===== src/rtl/tksp_pkg.sv =====
// Shared types, request and status codes for the two-key sorted priority list.
package tksp_pkg;

	// Default table depth
	localparam int unsigned CAPACITY_DEF = 16;

	// Request codes
	localparam logic [1:0] REQ_INSERT = 2'd0;
	localparam logic [1:0] REQ_REMOVE = 2'd1;
	localparam logic [1:0] REQ_READ   = 2'd2;
	localparam logic [1:0] REQ_NONE   = 2'd3;

	// Result status codes
	localparam logic [1:0] ST_OK        = 2'd0;
	localparam logic [1:0] ST_FULL      = 2'd1;
	localparam logic [1:0] ST_NOT_FOUND = 2'd2;
	localparam logic [1:0] ST_BAD_POS   = 2'd3;

	// Rank stored for an insert that carries rank zero
	localparam logic [1:0] RANK_TOP = 2'd1;

	// One table entry
	typedef struct packed {
		logic [1:0]  rank;
		logic [31:0] salary;
		logic [15:0] tag;
	} entry_t;

endpackage


===== src/rtl/tksp_ram.sv =====
// Entry memory: one write port, one read port with registered read data.
module tksp_ram #(
	parameter int unsigned DEPTH = tksp_pkg::CAPACITY_DEF,
	parameter int unsigned AW    = $clog2(DEPTH)
) (
	input  logic                 clk,
	input  logic                 rd_en,
	input  logic [AW-1:0]        rd_addr,
	output tksp_pkg::entry_t     rd_data,
	input  logic                 wr_en,
	input  logic [AW-1:0]        wr_addr,
	input  tksp_pkg::entry_t     wr_data
);

	tksp_pkg::entry_t mem [DEPTH];

	// Write one entry
	always_ff @(posedge clk) begin
		if (wr_en) begin
			mem[wr_addr] <= wr_data;
		end
	end

	// Read one entry; the read data is registered and appears in the next cycle
	always_ff @(posedge clk) begin
		if (rd_en) begin
			rd_data <= mem[rd_addr];
		end
	end

endmodule


===== src/rtl/two_key_sorted_priority_list_top.sv =====
// Top level of the two-key sorted priority list: request sequencer around the entry memory.
//
//  channel | valid     | stall     | beat fields
//  --------+-----------+-----------+-------------------------------------------------
//  request | in_valid  | in_stall  | req_type, class_rank, salary, tag, position
//  result  | out_valid | out_stall | status, count, out_rank, out_salary, out_tag
//
// Insert and remove walk the list once through the single memory read port,
// moving entries by one place as they pass.
// A read at a valid position passes through the read state to the result state;
// a read at a bad position, a full-table insert or an unused request goes straight to the result state.
// Reset empties the list at once (count to zero); memory contents need no clearing.
// A new request beat is taken while an earlier result beat still waits under out_stall;
// the sequencer then holds in its result state until the output register frees.
module two_key_sorted_priority_list_top #(
	parameter int unsigned CAPACITY = tksp_pkg::CAPACITY_DEF
) (
	input  logic        clk,
	input  logic        arst_n,
	input  logic        in_valid,
	output logic        in_stall,
	input  logic [1:0]  req_type,
	input  logic [1:0]  class_rank,
	input  logic [31:0] salary,
	input  logic [15:0] tag,
	input  logic [3:0]  position,
	output logic        out_valid,
	input  logic        out_stall,
	output logic [1:0]  status,
	output logic [4:0]  count,
	output logic [1:0]  out_rank,
	output logic [31:0] out_salary,
	output logic [15:0] out_tag
);

	localparam int unsigned AW   = $clog2(CAPACITY);
	localparam int unsigned CW   = $clog2(CAPACITY + 1);
	localparam int unsigned PW   = $clog2(CAPACITY + 2);
	localparam int unsigned CMPW = (CW > 4) ? CW : 4;

	localparam logic [2:0] S_IDLE = 3'd0;
	localparam logic [2:0] S_SCAN = 3'd1;
	localparam logic [2:0] S_READ = 3'd2;
	localparam logic [2:0] S_RESP = 3'd3;

	logic [2:0]       state_q;
	logic [CW-1:0]    count_q;
	logic [1:0]       op_q;
	tksp_pkg::entry_t key_q;
	tksp_pkg::entry_t carry_q;
	logic [PW-1:0]    ptr_q;
	logic             v_s1;
	logic [PW-1:0]    idx_s1;
	logic             done_q;
	logic [1:0]       res_status_q;
	tksp_pkg::entry_t res_entry_q;
	logic             out_valid_q;

	logic             rd_en;
	logic [AW-1:0]    rd_addr;
	tksp_pkg::entry_t rd_data;
	logic             wr_en;
	logic [AW-1:0]    wr_addr;
	tksp_pkg::entry_t wr_data;

	logic             in_acc;
	logic             out_free;
	logic             pos_ok;
	logic             is_full;
	logic [PW-1:0]    count_p;
	logic             at_end;
	logic             issue;
	logic             skip;
	logic             take;
	logic             hit;
	logic [PW-1:0]    idx_m1;
	logic [1:0]       new_rank;

	assign in_stall = (state_q != S_IDLE);
	assign in_acc   = in_valid && !in_stall;
	assign out_free = !out_valid_q || !out_stall;
	assign pos_ok   = CMPW'(position) < CMPW'(count_q);
	assign is_full  = (count_q == CW'(CAPACITY));
	assign count_p  = PW'(count_q);
	assign at_end   = (idx_s1 == count_p);
	assign issue    = (state_q == S_SCAN) && (ptr_q <= count_p);
	assign idx_m1   = idx_s1 - PW'(1);
	assign new_rank = (class_rank == 2'd0) ? tksp_pkg::RANK_TOP : class_rank;

	// Insert walk: pass entries of better rank, or same rank and higher salary
	assign skip = (rd_data.rank < key_q.rank) ||
		((rd_data.rank == key_q.rank) && (key_q.salary < rd_data.salary));
	assign take = !done_q && (at_end || !skip);
	// Remove walk: first entry whose salary equals the key
	assign hit  = !done_q && !at_end && (rd_data.salary == key_q.salary);

	// Drive the read port
	always_comb begin
		rd_en   = 1'b0;
		rd_addr = '0;
		if (in_acc && (req_type == tksp_pkg::REQ_READ) && pos_ok) begin
			rd_en   = 1'b1;
			rd_addr = AW'(position);
		end else if (issue && (ptr_q < count_p)) begin
			rd_en   = 1'b1;
			rd_addr = ptr_q[AW-1:0];
		end
	end

	// Drive the write port: ripple entries one place during a walk
	always_comb begin
		wr_en   = 1'b0;
		wr_addr = idx_s1[AW-1:0];
		wr_data = key_q;
		if ((state_q == S_SCAN) && v_s1) begin
			if (op_q == tksp_pkg::REQ_INSERT) begin
				if (take) begin
					wr_en = 1'b1;
				end else if (done_q) begin
					wr_en   = 1'b1;
					wr_data = carry_q;
				end
			end else if (done_q && !at_end) begin
				wr_en   = 1'b1;
				wr_addr = idx_m1[AW-1:0];
				wr_data = rd_data;
			end
		end
	end

	tksp_ram #(
		.DEPTH(CAPACITY),
		.AW   (AW)
	) u_ram (
		.clk    (clk),
		.rd_en  (rd_en),
		.rd_addr(rd_addr),
		.rd_data(rd_data),
		.wr_en  (wr_en),
		.wr_addr(wr_addr),
		.wr_data(wr_data)
	);

	// Sequence control
	always_ff @(posedge clk or negedge arst_n) begin
		if (!arst_n) begin
			state_q     <= S_IDLE;
			count_q     <= '0;
			ptr_q       <= '0;
			v_s1        <= 1'b0;
			idx_s1      <= '0;
			done_q      <= 1'b0;
			out_valid_q <= 1'b0;
		end else begin
			// Raise, hold or drop the result beat
			if ((state_q == S_RESP) && out_free) begin
				out_valid_q <= 1'b1;
			end else if (!out_stall) begin
				out_valid_q <= 1'b0;
			end
			case (state_q)
				S_IDLE: begin
					ptr_q  <= '0;
					v_s1   <= 1'b0;
					done_q <= 1'b0;
					if (in_acc) begin
						case (req_type)
							tksp_pkg::REQ_INSERT: state_q <= is_full ? S_RESP : S_SCAN;
							tksp_pkg::REQ_REMOVE: state_q <= S_SCAN;
							tksp_pkg::REQ_READ:   state_q <= pos_ok ? S_READ : S_RESP;
							default:              state_q <= S_RESP;
						endcase
					end
				end
				S_SCAN: begin
					// Advance the read pointer one entry a cycle
					v_s1 <= issue;
					if (issue) begin
						ptr_q  <= ptr_q + PW'(1);
						idx_s1 <= ptr_q;
					end
					if (v_s1) begin
						if ((op_q == tksp_pkg::REQ_INSERT) ? take : hit) begin
							done_q <= 1'b1;
						end
						if (at_end) begin
							state_q <= S_RESP;
							if (op_q == tksp_pkg::REQ_INSERT) begin
								count_q <= count_q + CW'(1);
							end else if (done_q) begin
								count_q <= count_q - CW'(1);
							end
						end
					end
				end
				S_READ: state_q <= S_RESP;
				S_RESP: begin
					if (out_free) begin
						state_q <= S_IDLE;
					end
				end
				default: state_q <= S_IDLE;
			endcase
		end
	end

	// Request payload, carried entry and result staging
	always_ff @(posedge clk) begin
		if (in_acc) begin
			op_q         <= req_type;
			key_q.rank   <= new_rank;
			key_q.salary <= salary;
			key_q.tag    <= tag;
			res_entry_q  <= '0;
			case (req_type)
				tksp_pkg::REQ_INSERT: begin
					res_status_q <= is_full ? tksp_pkg::ST_FULL : tksp_pkg::ST_OK;
				end
				tksp_pkg::REQ_READ: begin
					res_status_q <= pos_ok ? tksp_pkg::ST_OK : tksp_pkg::ST_BAD_POS;
				end
				default: res_status_q <= tksp_pkg::ST_OK;
			endcase
		end
		if ((state_q == S_SCAN) && v_s1) begin
			if (op_q == tksp_pkg::REQ_INSERT) begin
				if (take || done_q) begin
					carry_q <= rd_data;
				end
			end else begin
				if (hit) begin
					res_entry_q <= rd_data;
				end
				if (at_end && !done_q) begin
					res_status_q <= tksp_pkg::ST_NOT_FOUND;
				end
			end
		end
		if (state_q == S_READ) begin
			res_entry_q <= rd_data;
		end
	end

	// Load the output register
	always_ff @(posedge clk) begin
		if ((state_q == S_RESP) && out_free) begin
			status     <= res_status_q;
			count      <= 5'(count_q);
			out_rank   <= res_entry_q.rank;
			out_salary <= res_entry_q.salary;
			out_tag    <= res_entry_q.tag;
		end
	end

	assign out_valid = out_valid_q;

endmodule


===== config.mk =====
export PLATFORM = sky130hd
export DESIGN_NAME = two_key_sorted_priority_list_top
export DESIGN_NICKNAME = d
export VERILOG_FILES = /design/src/rtl/tksp_pkg.sv /design/src/rtl/tksp_ram.sv /design/src/rtl/two_key_sorted_priority_list_top.sv
export SDC_FILE = /design/constraint.sdc
export NUM_CORES = 1
export LEC_CHECK = 0
export BUFFER_PORTS_ARGS = -buffer_cell sky130_fd_sc_hd__buf_4
export CAP_MARGIN = 20
export CORE_ASPECT_RATIO = 0.5
export CORE_MARGIN = 8
export CORE_UTILIZATION = 45
export DETAILED_ROUTE_END_ITERATION = 8
export GPL_TIMING_DRIVEN = 0
export SLEW_MARGIN = 20
export SYNTH_ARGS = -nofsm -noshare
export SYNTH_HDL_FRONTEND = slang
export SYNTH_SLANG_ARGS = --single-unit

===== constraint.sdc =====
create_clock -name clk -period 5.75 [get_ports clk]
set_input_delay 0.8625 -clock clk [delete_from_list [all_inputs] [get_ports clk]]
set_output_delay 0.8625 -clock clk [all_outputs]
set_load 0.005 [all_outputs]

-- Word-level counts from Yosys, hierarchy flattened
Memories as Yosys holds them, arrays and structs flattened. A register that Yosys moved wholly into a read port is not among the register bits.
Index checks and enable logic that the tools add are counted.
W data, S select, Z words.
- add/sub/neg operators: 4
- order comparisons: 5
- eq/ne operators: 16
- multiplexer cells: 50
- reductions and logical operators: 36
- operators by type and width (kind ; count):
    $mux W50 ; 10
    $eq A32 B32 Y1 ; 1
    $lt A32 B32 Y1 ; 1
    $mux W4 ; 5
    $mux W1 ; 16
    $mux W5 ; 3
    $logic_and A1 B1 Y1 ; 13
    $mux W2 ; 6
    $mux W3 ; 4
    $ne A2 B2 Y1 const B ; 6
    $pmux W3 S4 ; 1
    $add A5 B1 Y5 const B ; 2
    $pmux W5 S2 ; 1
    $reduce_and A4 Y1 ; 2
    $eq A3 B2 Y1 const B ; 2
    $logic_not A1 Y1 ; 6
    $logic_not A2 Y1 ; 3
    $pmux W2 S3 ; 1
    $reduce_and A3 Y1 ; 2
    $eq A5 B5 Y1 ; 1
    $eq A5 B5 Y1 const B ; 1
    $le A5 B5 Y1 ; 1
    $lt A4 B5 Y1 ; 1
    $lt A5 B5 Y1 ; 1
    15 further kinds ; 21
- bits in registers: 232
- RAM bits: 800
- bits of input ports: 60
- output and inout port bits: 59
- logic and storage cells: 135
- memories: 1
- memories (name ; depth ; bits a word ; read ports ; clocked after Yosys merged registers in ; wr ports ; RTL line ; RTL):
    u_ram.mem ; 16 ; 50 ; 1 ; 1 ; 1 ; tksp_ram.sv:15 ; tksp_pkg::entry_t mem [DEPTH];

-- Longest topological paths before layout
Gate-level depths: netlist of run 1.
- depth after elaboration: 11
- gate-level depth with buffers: 12
- depth with buffers taken out: 10

-- By module
From an unflattened synthesis of run 1, not the netlist that was laid out.
- cell total of the unflattened synthesis: 2148
- area total of the unflattened synthesis: 41277.1 µm²
- by module, submodules not included (module ; instances ; cells an instance ; area each (µm²) ; sequential area each (µm²)):
    tksp_ram ; 1 ; 1294 ; 31411.4 ; 25524.5
    two_key_sorted_priority_list_top ; 1 ; 854 ; 9865.7 ; 6316.1

-- Worst setup path after synthesis of run 1
Ideal clock, no wire load.
- path kind: register to register
- start: reg count_q[4] (netlist: count_p[4])
- end: reg carry_q[0] (netlist bit), enable pin
- library setup time: 533 ps
- arrival: 5268 ps
- data required time: 5217 ps
- setup slack: -51 ps
- cell stages (with the launch flop): 8
- path buffers: 1
- period minus slack after synthesis: 5801 ps
- path through: dfrtp_1 clkbuf_1 xnor2_1 nand3_1 nor2_1 a211o_1 o41ai_4 a211oi_1
- cells in the longest elaborated chain, start to end: 5
- RTL lines (what ; RTL line ; RTL):
    from (decl) ; two_key_sorted_priority_list_top.sv:47 ; logic [CW-1:0] count_q;
    from (signal assigned) ; two_key_sorted_priority_list_top.sv:189 ; count_q <= count_q + CW'(1);
    from (signal assigned) ; two_key_sorted_priority_list_top.sv:191 ; count_q <= count_q - CW'(1);
    $eq A5 B5 Y1 ; two_key_sorted_priority_list_top.sv:85 ; assign at_end = (idx_s1 == count_p);
    $logic_or A1 B1 Y1 ; two_key_sorted_priority_list_top.sv:93 ; assign take = !done_q && (at_end || !skip);
    $logic_and A1 B1 Y1 ; two_key_sorted_priority_list_top.sv:93 ;
    $logic_or A1 B1 Y1 ; two_key_sorted_priority_list_top.sv:227 ; if (take || done_q) begin
    $reduce_and A3 Y1 (no line) ; - ;
    to (signal assigned) ; two_key_sorted_priority_list_top.sv:228 ; carry_q <= rd_data;
    to (decl) ; two_key_sorted_priority_list_top.sv:50 ; tksp_pkg::entry_t carry_q;
Every way passes these cells.
A chain may end at the register's enable or synchronous reset.

-- Worst setup path in the final report of run 1
- start: reg state_q[0]
- end: reg, netlist name u_ram.rd_data[1]
- cells in the longest elaborated chain, start to end: 6
- elaborated cells on any way between the ends: 12
- classes of those cells: eq/ne (1); mux (4); reduce/logical (7)
- RTL lines (what ; RTL line ; RTL):
    from (decl) ; two_key_sorted_priority_list_top.sv:46 ; logic [2:0] state_q;
    from (signal assigned) ; two_key_sorted_priority_list_top.sv:168 ; tksp_pkg::REQ_INSERT: state_q <= is_full ? S_RESP : S_SCAN;
    from (signal assigned) ; two_key_sorted_priority_list_top.sv:170 ; tksp_pkg::REQ_READ: state_q <= pos_ok ? S_READ : S_RESP;
    $reduce_bool A3 Y1 (*) ; two_key_sorted_priority_list_top.sv:79 ; assign in_stall = (state_q != S_IDLE);
    $logic_not A1 Y1 (*) ; two_key_sorted_priority_list_top.sv:80 ; assign in_acc = in_valid && !in_stall;
    $logic_and A1 B1 Y1 (*) ; two_key_sorted_priority_list_top.sv:80 ;
    named net in_acc ; two_key_sorted_priority_list_top.sv:66 ; logic in_acc;
    $logic_and A1 B1 Y1 (*) (2 in a row) ; two_key_sorted_priority_list_top.sv:101 ; if (in_acc && (req_type == tksp_pkg::REQ_READ) && pos_ok) begin
    $mux W4 / $mux W1 (equally long branches) ; two_key_sorted_priority_list_top.sv:101 ;
Mark *: on every way through the listed nets, which the timed path passes. The rest lies on a longest branch.

==> flow_metrics.env, run 1 <==
export IMPL_vias=25400
export IMPL_synthFlopType="edfxtp_1"
export IMPL_fin_crit_sh_pct=93.6
export IMPL_rsz0062_at_grt="false"
export IMPL_syn_mean_instance_area_um2=15.4
export IMPL_finalClockSkew_ns=0.0257
export IMPL_path_class="flop to flop"
export IMPL_total_power_uw=21700
export IMPL_worst_r2r_startpoint="state_q[0]$_DFFE_PN0P_"
export IMPL_coreArea_mm2=0.0929
export IMPL_tightest_slew_ns=1.23
export IMPL_drive_gt1_share_pct=15.5
export IMPL_period_minus_slack_ns=5.38
export IMPL_dieArea_mm2=0.104
export IMPL_clock_latency_ns=0.69
export IMPL_cap_viol_max_count=0
export IMPL_port_buffers=118
export IMPL_synthCells=2736
export IMPL_crit_path_start_kind="flop"
export IMPL_num_rows=79
export IMPL_antenna_found_initial=2
export IMPL_drtIter0Drc=2968
export IMPL_async_flop_share_pct=1.85
export IMPL_routed_wl_um=120000
export IMPL_p_per_area_mw_per_mm2=435
export IMPL_io_pins=119
export IMPL_cts_root_buf="clkbuf_16"
export IMPL_wl_per_cell_um=27.5
export IMPL_vias_per_cell=5.82
export IMPL_place_gp_congestion=0.814
export IMPL_maxSlewViolCount=0
export IMPL_cts_resized=0
export IMPL_synth_seq_cells=1081
export IMPL_grt_pass1_wl_um=171000
export IMPL_cts_buffers=95
export IMPL_nNetsFinal=3136
export IMPL_reg2reg_slack_ns=0.37
export IMPL_postRouteAntennaNets=0
export IMPL_holdWs_ns=0.0707
export IMPL_synth_cell_types=66
export IMPL_hold_violations=0
export IMPL_dp_slack_ns=0.335
export IMPL_postCtsHoldBufs=0
export IMPL_htreeDepth=3
export IMPL_yosysSeqAreaShare_pct=75.5
export IMPL_die_h_um=232
export IMPL_clk_path_buf_depth=3
export IMPL_path_max_fanout=35
export IMPL_r2r_cells=12
export IMPL_cp_required_ns=6.18
export IMPL_hold_class="input pin to async pin"
export IMPL_syn_to_final_growth_pct=18.2
export IMPL_syn_area_mm2=0.0421
export IMPL_yosys_warnings=0
export IMPL_synth_edf_count=1009
export IMPL_p_leak_uw=0.0167
export IMPL_final_setup_viol_count=0
export IMPL_placedInstanceArea_mm2=0.0466
export IMPL_slew_headroom_pct=17.8
export IMPL_final_core_util_pct=53.6
export IMPL_initial_core_util_pct=45.4
export IMPL_r2r_end="u_ram.rd_data[1]$_DFFE_PP_"
export IMPL_first_pass_iters=6
export IMPL_setup_worst_path_end_class="flop"
export IMPL_status="complete, no violations"
export IMPL_peakVddDrop_mv=0.241
export IMPL_grt_util_all_layers_pct=22.3
export IMPL_fmax_ghz=0.186
export IMPL_setup_ws_ns=0.369
export IMPL_final_area_mm2=0.0498
export IMPL_grt_max_degree=36
export IMPL_clk_pin_slew_ns=0.07
export IMPL_grt_pass1_vias=24800
export IMPL_synthesis_nets=2848
export IMPL_hpwl_um=79400
export IMPL_cts_setup_buffers=0
export IMPL_clkSinkCount=1081
export IMPL_die_w_um=449
export IMPL_cts_tree="yes"
export IMPL_overflow=0
export IMPL_drc=0
export IMPL_arrival_ns=5.81
==> layer usage <==
metal | global-route usage, % | routed length [um] | vias to the layer above
li1 | - | - | 11100
met1 | 31.8 | 51700 | 12900
met2 | 33.9 | 53100 | 1158
met3 | 5.04 | 10900 | 227
met4 | 7.61 | 3980 | 3
met5 | 1.01 | 146 | -
==> cell usage after synthesis (all sizes together), types with 8 or more instances <==
cell type  instances  area, um^2
mux2i            206        2070
o22ai             51         319
nor2b              8        57.6
ha                51         638
mux2               8        93.8
nand2            524        1970
clkbuf            77         289
nand3             37         185
buf               76         524
and4              50         438
edfxtp          1009       30300
o21ai             65         325
inv               52         195
xnor2              9        78.8
a21oi             88         440
nand2b             8        50.1
dfrtp             20         500
dfxtp             52        1040
a32oi            200        1750
nor2              75         284
==> worst max-delay path, stage by stage (launching register included) <==
cell and delay [ns]:
dfrtp_1 0.42, inv_1 0.10, ha_1 0.27, nand2_1 0.49
inv_4 0.55, buf_12 0.28, o211ai_2 0.19, nand2_4 0.21
mux2_2 0.38, nor2_1 0.84, clkbuf_1 0.78, a32oi_1 0.31
and4_1 0.28
==> worst max path at each step <==
stage | startpoint | endpoint
finish | state_q[0]$_DFFE_PN0P_ | u_ram.rd_data[1]$_DFFE_PP_
global route | state_q[0]$_DFFE_PN0P_ | u_ram.rd_data[1]$_DFFE_PP_
detailed placement | in_valid | u_ram.rd_data[1]$_DFFE_PP_
CTS | state_q[0]$_DFFE_PN0P_ | u_ram.rd_data[1]$_DFFE_PP_
floorplan | out_stall | count[0]$_DFFE_PP_
global placement | state_q[1]$_DFFE_PN0P_ | u_ram.mem[8][11]$_DFFE_PP_
==> placed cells by master, fill, tap and decap left out, drive strengths merged, types with 9 or more instances in the layout <==
cell and n:
xnor2 9, dfrtp 20, nor2 75, mux2i 206, inv 55, o22ai 51
nand2 524, o21ai 65, a32oi 200, bufinv 9, dfxtp 52, buf 263
nand3 37, ha 51, and4 50, clkbuf 204, clkinv 37, edfxtp 1009
a21oi 88
==> registers in the layout, indices dropped and copies added (netlist names), 2 cells and up <==
register / count
u_ram.mem: 800
carry_q: 50
key_q: 50
res_entry_q: 50
u_ram.rd_data: 50
out_salary: 32
out_tag: 16
count: 5
count_p: 5
idx_s1: 5
ptr_q: 5
op_q: 2
out_rank: 2
res_status_q: 2
state_q: 2
status: 2
==> stage by stage <==
| step | std cells | TNS, ns |
|---|---|---|
| after floorplan | 2736 | 0 |
| after global placement | 4109 | -3394.11 |
| after detailed placement | 4178 | 0 |
| after CTS | 4355 | 0 |
| after global routing | 4359 | 0 |
| final | 4360 | 0 |
==> where the power goes <==
part / switching (uW) / internal [uW]
logic: 3410 / 1560
registers: 478 / 9770
clock network: 2870 / 3560
total: 6770 / 14900
==> final cells by class <==
cell class                 count  area (um^2)
inverter                      52          198
clock inverter                54          519
buffer                       153          815
sequential                  1081        31800
multi-input combinational   1450         9660
clock buffer                 123         2560
tap                         1255         1570
fill                        7483        43100
antenna                        1         2.50
timing repair buffer         191         2640
==> cells by family (layout without fill, tap and decap cells) <==
| kind of cell | count (synthesis) | after routing | synth area share, % |
|---|---|---|---|
| buffers and inverters | 205 | 573 | 2.39 |
| adders and majority gates | 52 | 52 | 1.56 |
| AOI/OAI and AO/OA | 440 | 440 | 7.52 |
| DFF | 1081 | 1081 | 75.5 |
| muxes | 214 | 214 | 5.14 |
| other | 0 | 1 | 0 |
| xor gates and xnor gates | 13 | 13 | 0.270 |
| and+or+nand+nor | 731 | 731 | 7.57 |
No activity file was read; power rests on OpenSTA's default activity.
==> run 2, diff against run 1 <==
==> constraint.sdc (replaced) <==
create_clock -name clk -period 5.75 [get_ports clk]
set_input_delay 0.575 -clock clk [delete_from_list [all_inputs] [get_ports clk]]
set_output_delay 0.575 -clock clk [all_outputs]
set_load 0.005 [all_outputs]
==> run 2 against run 1 <==
Net effect: flip-flop and latch count unchanged; final cell count hardly changed; die area unchanged; critical path depth is the same; sequential power barely moved; critical endpoint unchanged; critical path type unchanged; first-iteration DRC count grew 0.57%; combinational power is essentially flat; via count hardly changed; setup slack improved by 0.035 ns.
==> flow_metrics.env, run 2 (synthesis gave the netlist of run 1 again) <==
export IMPL_status="complete, no violations"
export IMPL_holdWs_ns=0.0545
export IMPL_rsz0062_at_grt="false"
export IMPL_setup_worst_path_end_class="flop"
export IMPL_clock_latency_ns=0.69
export IMPL_p_per_area_mw_per_mm2=435
export IMPL_wl_met1_um=51500
export IMPL_place_gp_congestion=0.814
export IMPL_final_common_cell="edfxtp_1"
export IMPL_dieArea_mm2=0.104
export IMPL_arrival_ns=5.78
export IMPL_htreeDepth=3
export IMPL_num_rows=79
export IMPL_cts_tree="yes"
export IMPL_peakVddDrop_mv=0.240
export IMPL_overflow=0
export IMPL_first_pass_iters=6
export IMPL_reg2reg_slack_ns=0.40
export IMPL_grt_pass1_vias=24800
export IMPL_syn_to_final_growth_pct=18.2
export IMPL_tightest_slew_ns=1.18
export IMPL_vias_per_cell=5.82
export IMPL_cts_root_buf="clkbuf_16"
export IMPL_cts_resized=0
export IMPL_drtIter0Drc=2985
export IMPL_grt_util_all_layers_pct=22.3
export IMPL_postCtsHoldBufs=1
export IMPL_hold_violations=0
export IMPL_final_cell_mix="edfxtp_1 (1009), nand2_1 (523), mux2i_1 (205)"
export IMPL_highest_layer="met5"
export IMPL_wl_met3_um=11200
export IMPL_crit_path_start_kind="flop"
export IMPL_grt_max_degree=36
export IMPL_antenna_found_initial=2
export IMPL_p_leak_uw=0.0167
export IMPL_io_pins=119
export IMPL_clk_pin_slew_ns=0.07
export IMPL_coreArea_mm2=0.0929
export IMPL_vias=25400
export IMPL_wl_per_cell_um=27.5
export IMPL_largest_register_ffs=800
export IMPL_hpwl_um=79400
export IMPL_fmax_ghz=0.187
export IMPL_path_class="flop to flop"
export IMPL_postRouteAntennaNets=0
export IMPL_maxSlewViolCount=0
export IMPL_drc=0
export IMPL_initial_core_util_pct=45.4
export IMPL_drive_gt1_share_pct=15.5
export IMPL_nNetsFinal=3137
export IMPL_clk_path_buf_depth=3
export IMPL_finalClockSkew_ns=0.0259
export IMPL_fin_crit_sh_pct=93.0
export IMPL_grt_pass1_wl_um=171000
export IMPL_total_power_uw=21700
export IMPL_slew_headroom_pct=21.6
export IMPL_die_h_um=232
export IMPL_cts_setup_buffers=0
export IMPL_cp_required_ns=6.18
export IMPL_cts_buffers=95
export IMPL_cap_viol_max_count=0
export IMPL_hold_class="input pin to flop"
export IMPL_final_setup_viol_count=0
export IMPL_period_minus_slack_ns=5.35
export IMPL_path_max_fanout=35
export IMPL_route_met2_wl_um=52800
export IMPL_largest_register="u_ram.mem"
export IMPL_die_w_um=449
export IMPL_port_buffers=118
export IMPL_clkSinkCount=1081
export IMPL_routed_wl_um=120000
export IMPL_fill_cells=7481
-- run 2: cell count changes in the layout (fill, tap and decap cells not counted) --
cell,delta
diode_2,+1
dlygate4sd3_1,+1
-- run 2: cell type report --
class	count	area, um^2	share of cell area [%]
Antenna cell	2	5.00	0.0100
Timing Repair Buffer	192	2650	5.32
Tap cell	1255	1570	3.15
Clock inverter	54	519	1.04
Inverter	52	198	0.397
Multi-Input combinational cell	1450	9660	19.4
Sequential cell	1081	31800	63.9
Buffer	153	815	1.63
Clock buffer	123	2560	5.15
-- run 2: report_power, final --
| part | switching, uW | internal, uW |
|---|---|---|
| logic | 3410 | 1560 |
| clock network | 2880 | 3560 |
| registers | 479 | 9770 |
-- run 2: worst max-delay path, cell delays in order (launching register included) --
cell      delay, ns
dfrtp_1        0.42
inv_1          0.10
ha_1           0.28
nand2_1        0.50
inv_4          0.55
buf_12         0.29
o211ai_2       0.19
nand2_4        0.21
mux2_2         0.38
nor2_1         0.78
clkbuf_1       0.78
a32oi_1        0.31
and4_1         0.28
-- run 2: metrics by stage --
stage / area [um^2] / utilization (%) / cells / TNS, ns / setup WS (ns)
final: 49800 / 53.6 / 4362 / 0 / 0.404
after global routing: 49800 / 53.6 / 4360 / 0 / 0.300
after CTS: 49700 / 53.5 / 4356 / 0 / 0.457
after detailed placement: 46600 / 50.1 / 4178 / 0 / 0.461
after global placement: 44600 / 48.0 / 4109 / -3360.62 / -4.09
after floorplan: 42200 / - / 2736 / 0 / 0.449
-- run 2: path summary, 6_finish.rpt --
kind / start / end / cells past startpoint
max: state_q[0]$_DFFE_PN0P_ / u_ram.rd_data[1]$_DFFE_PP_ / 12
min: tag[10] / key_q[10]$_DFFE_PP_ / 1
max reg2reg: state_q[0]$_DFFE_PN0P_ / u_ram.rd_data[1]$_DFFE_PP_ / 12
min reg2reg: res_entry_q[22]$_DFF_P_ / out_salary[6]$_DFFE_PP_ / 0
max in group asynchronous: arst_n / ptr_q[3]$_DFFE_PN0P_ / 2
min in group asynchronous: arst_n / out_valid$_DFFE_PN0P_ / 2
-- run 2: metal layers --
metal	track usage (%)	vias up
met5	1.01	-
met4	7.61	3
met3	5.04	240
met2	33.9	1192
met1	31.8	12800
li1	-	11100
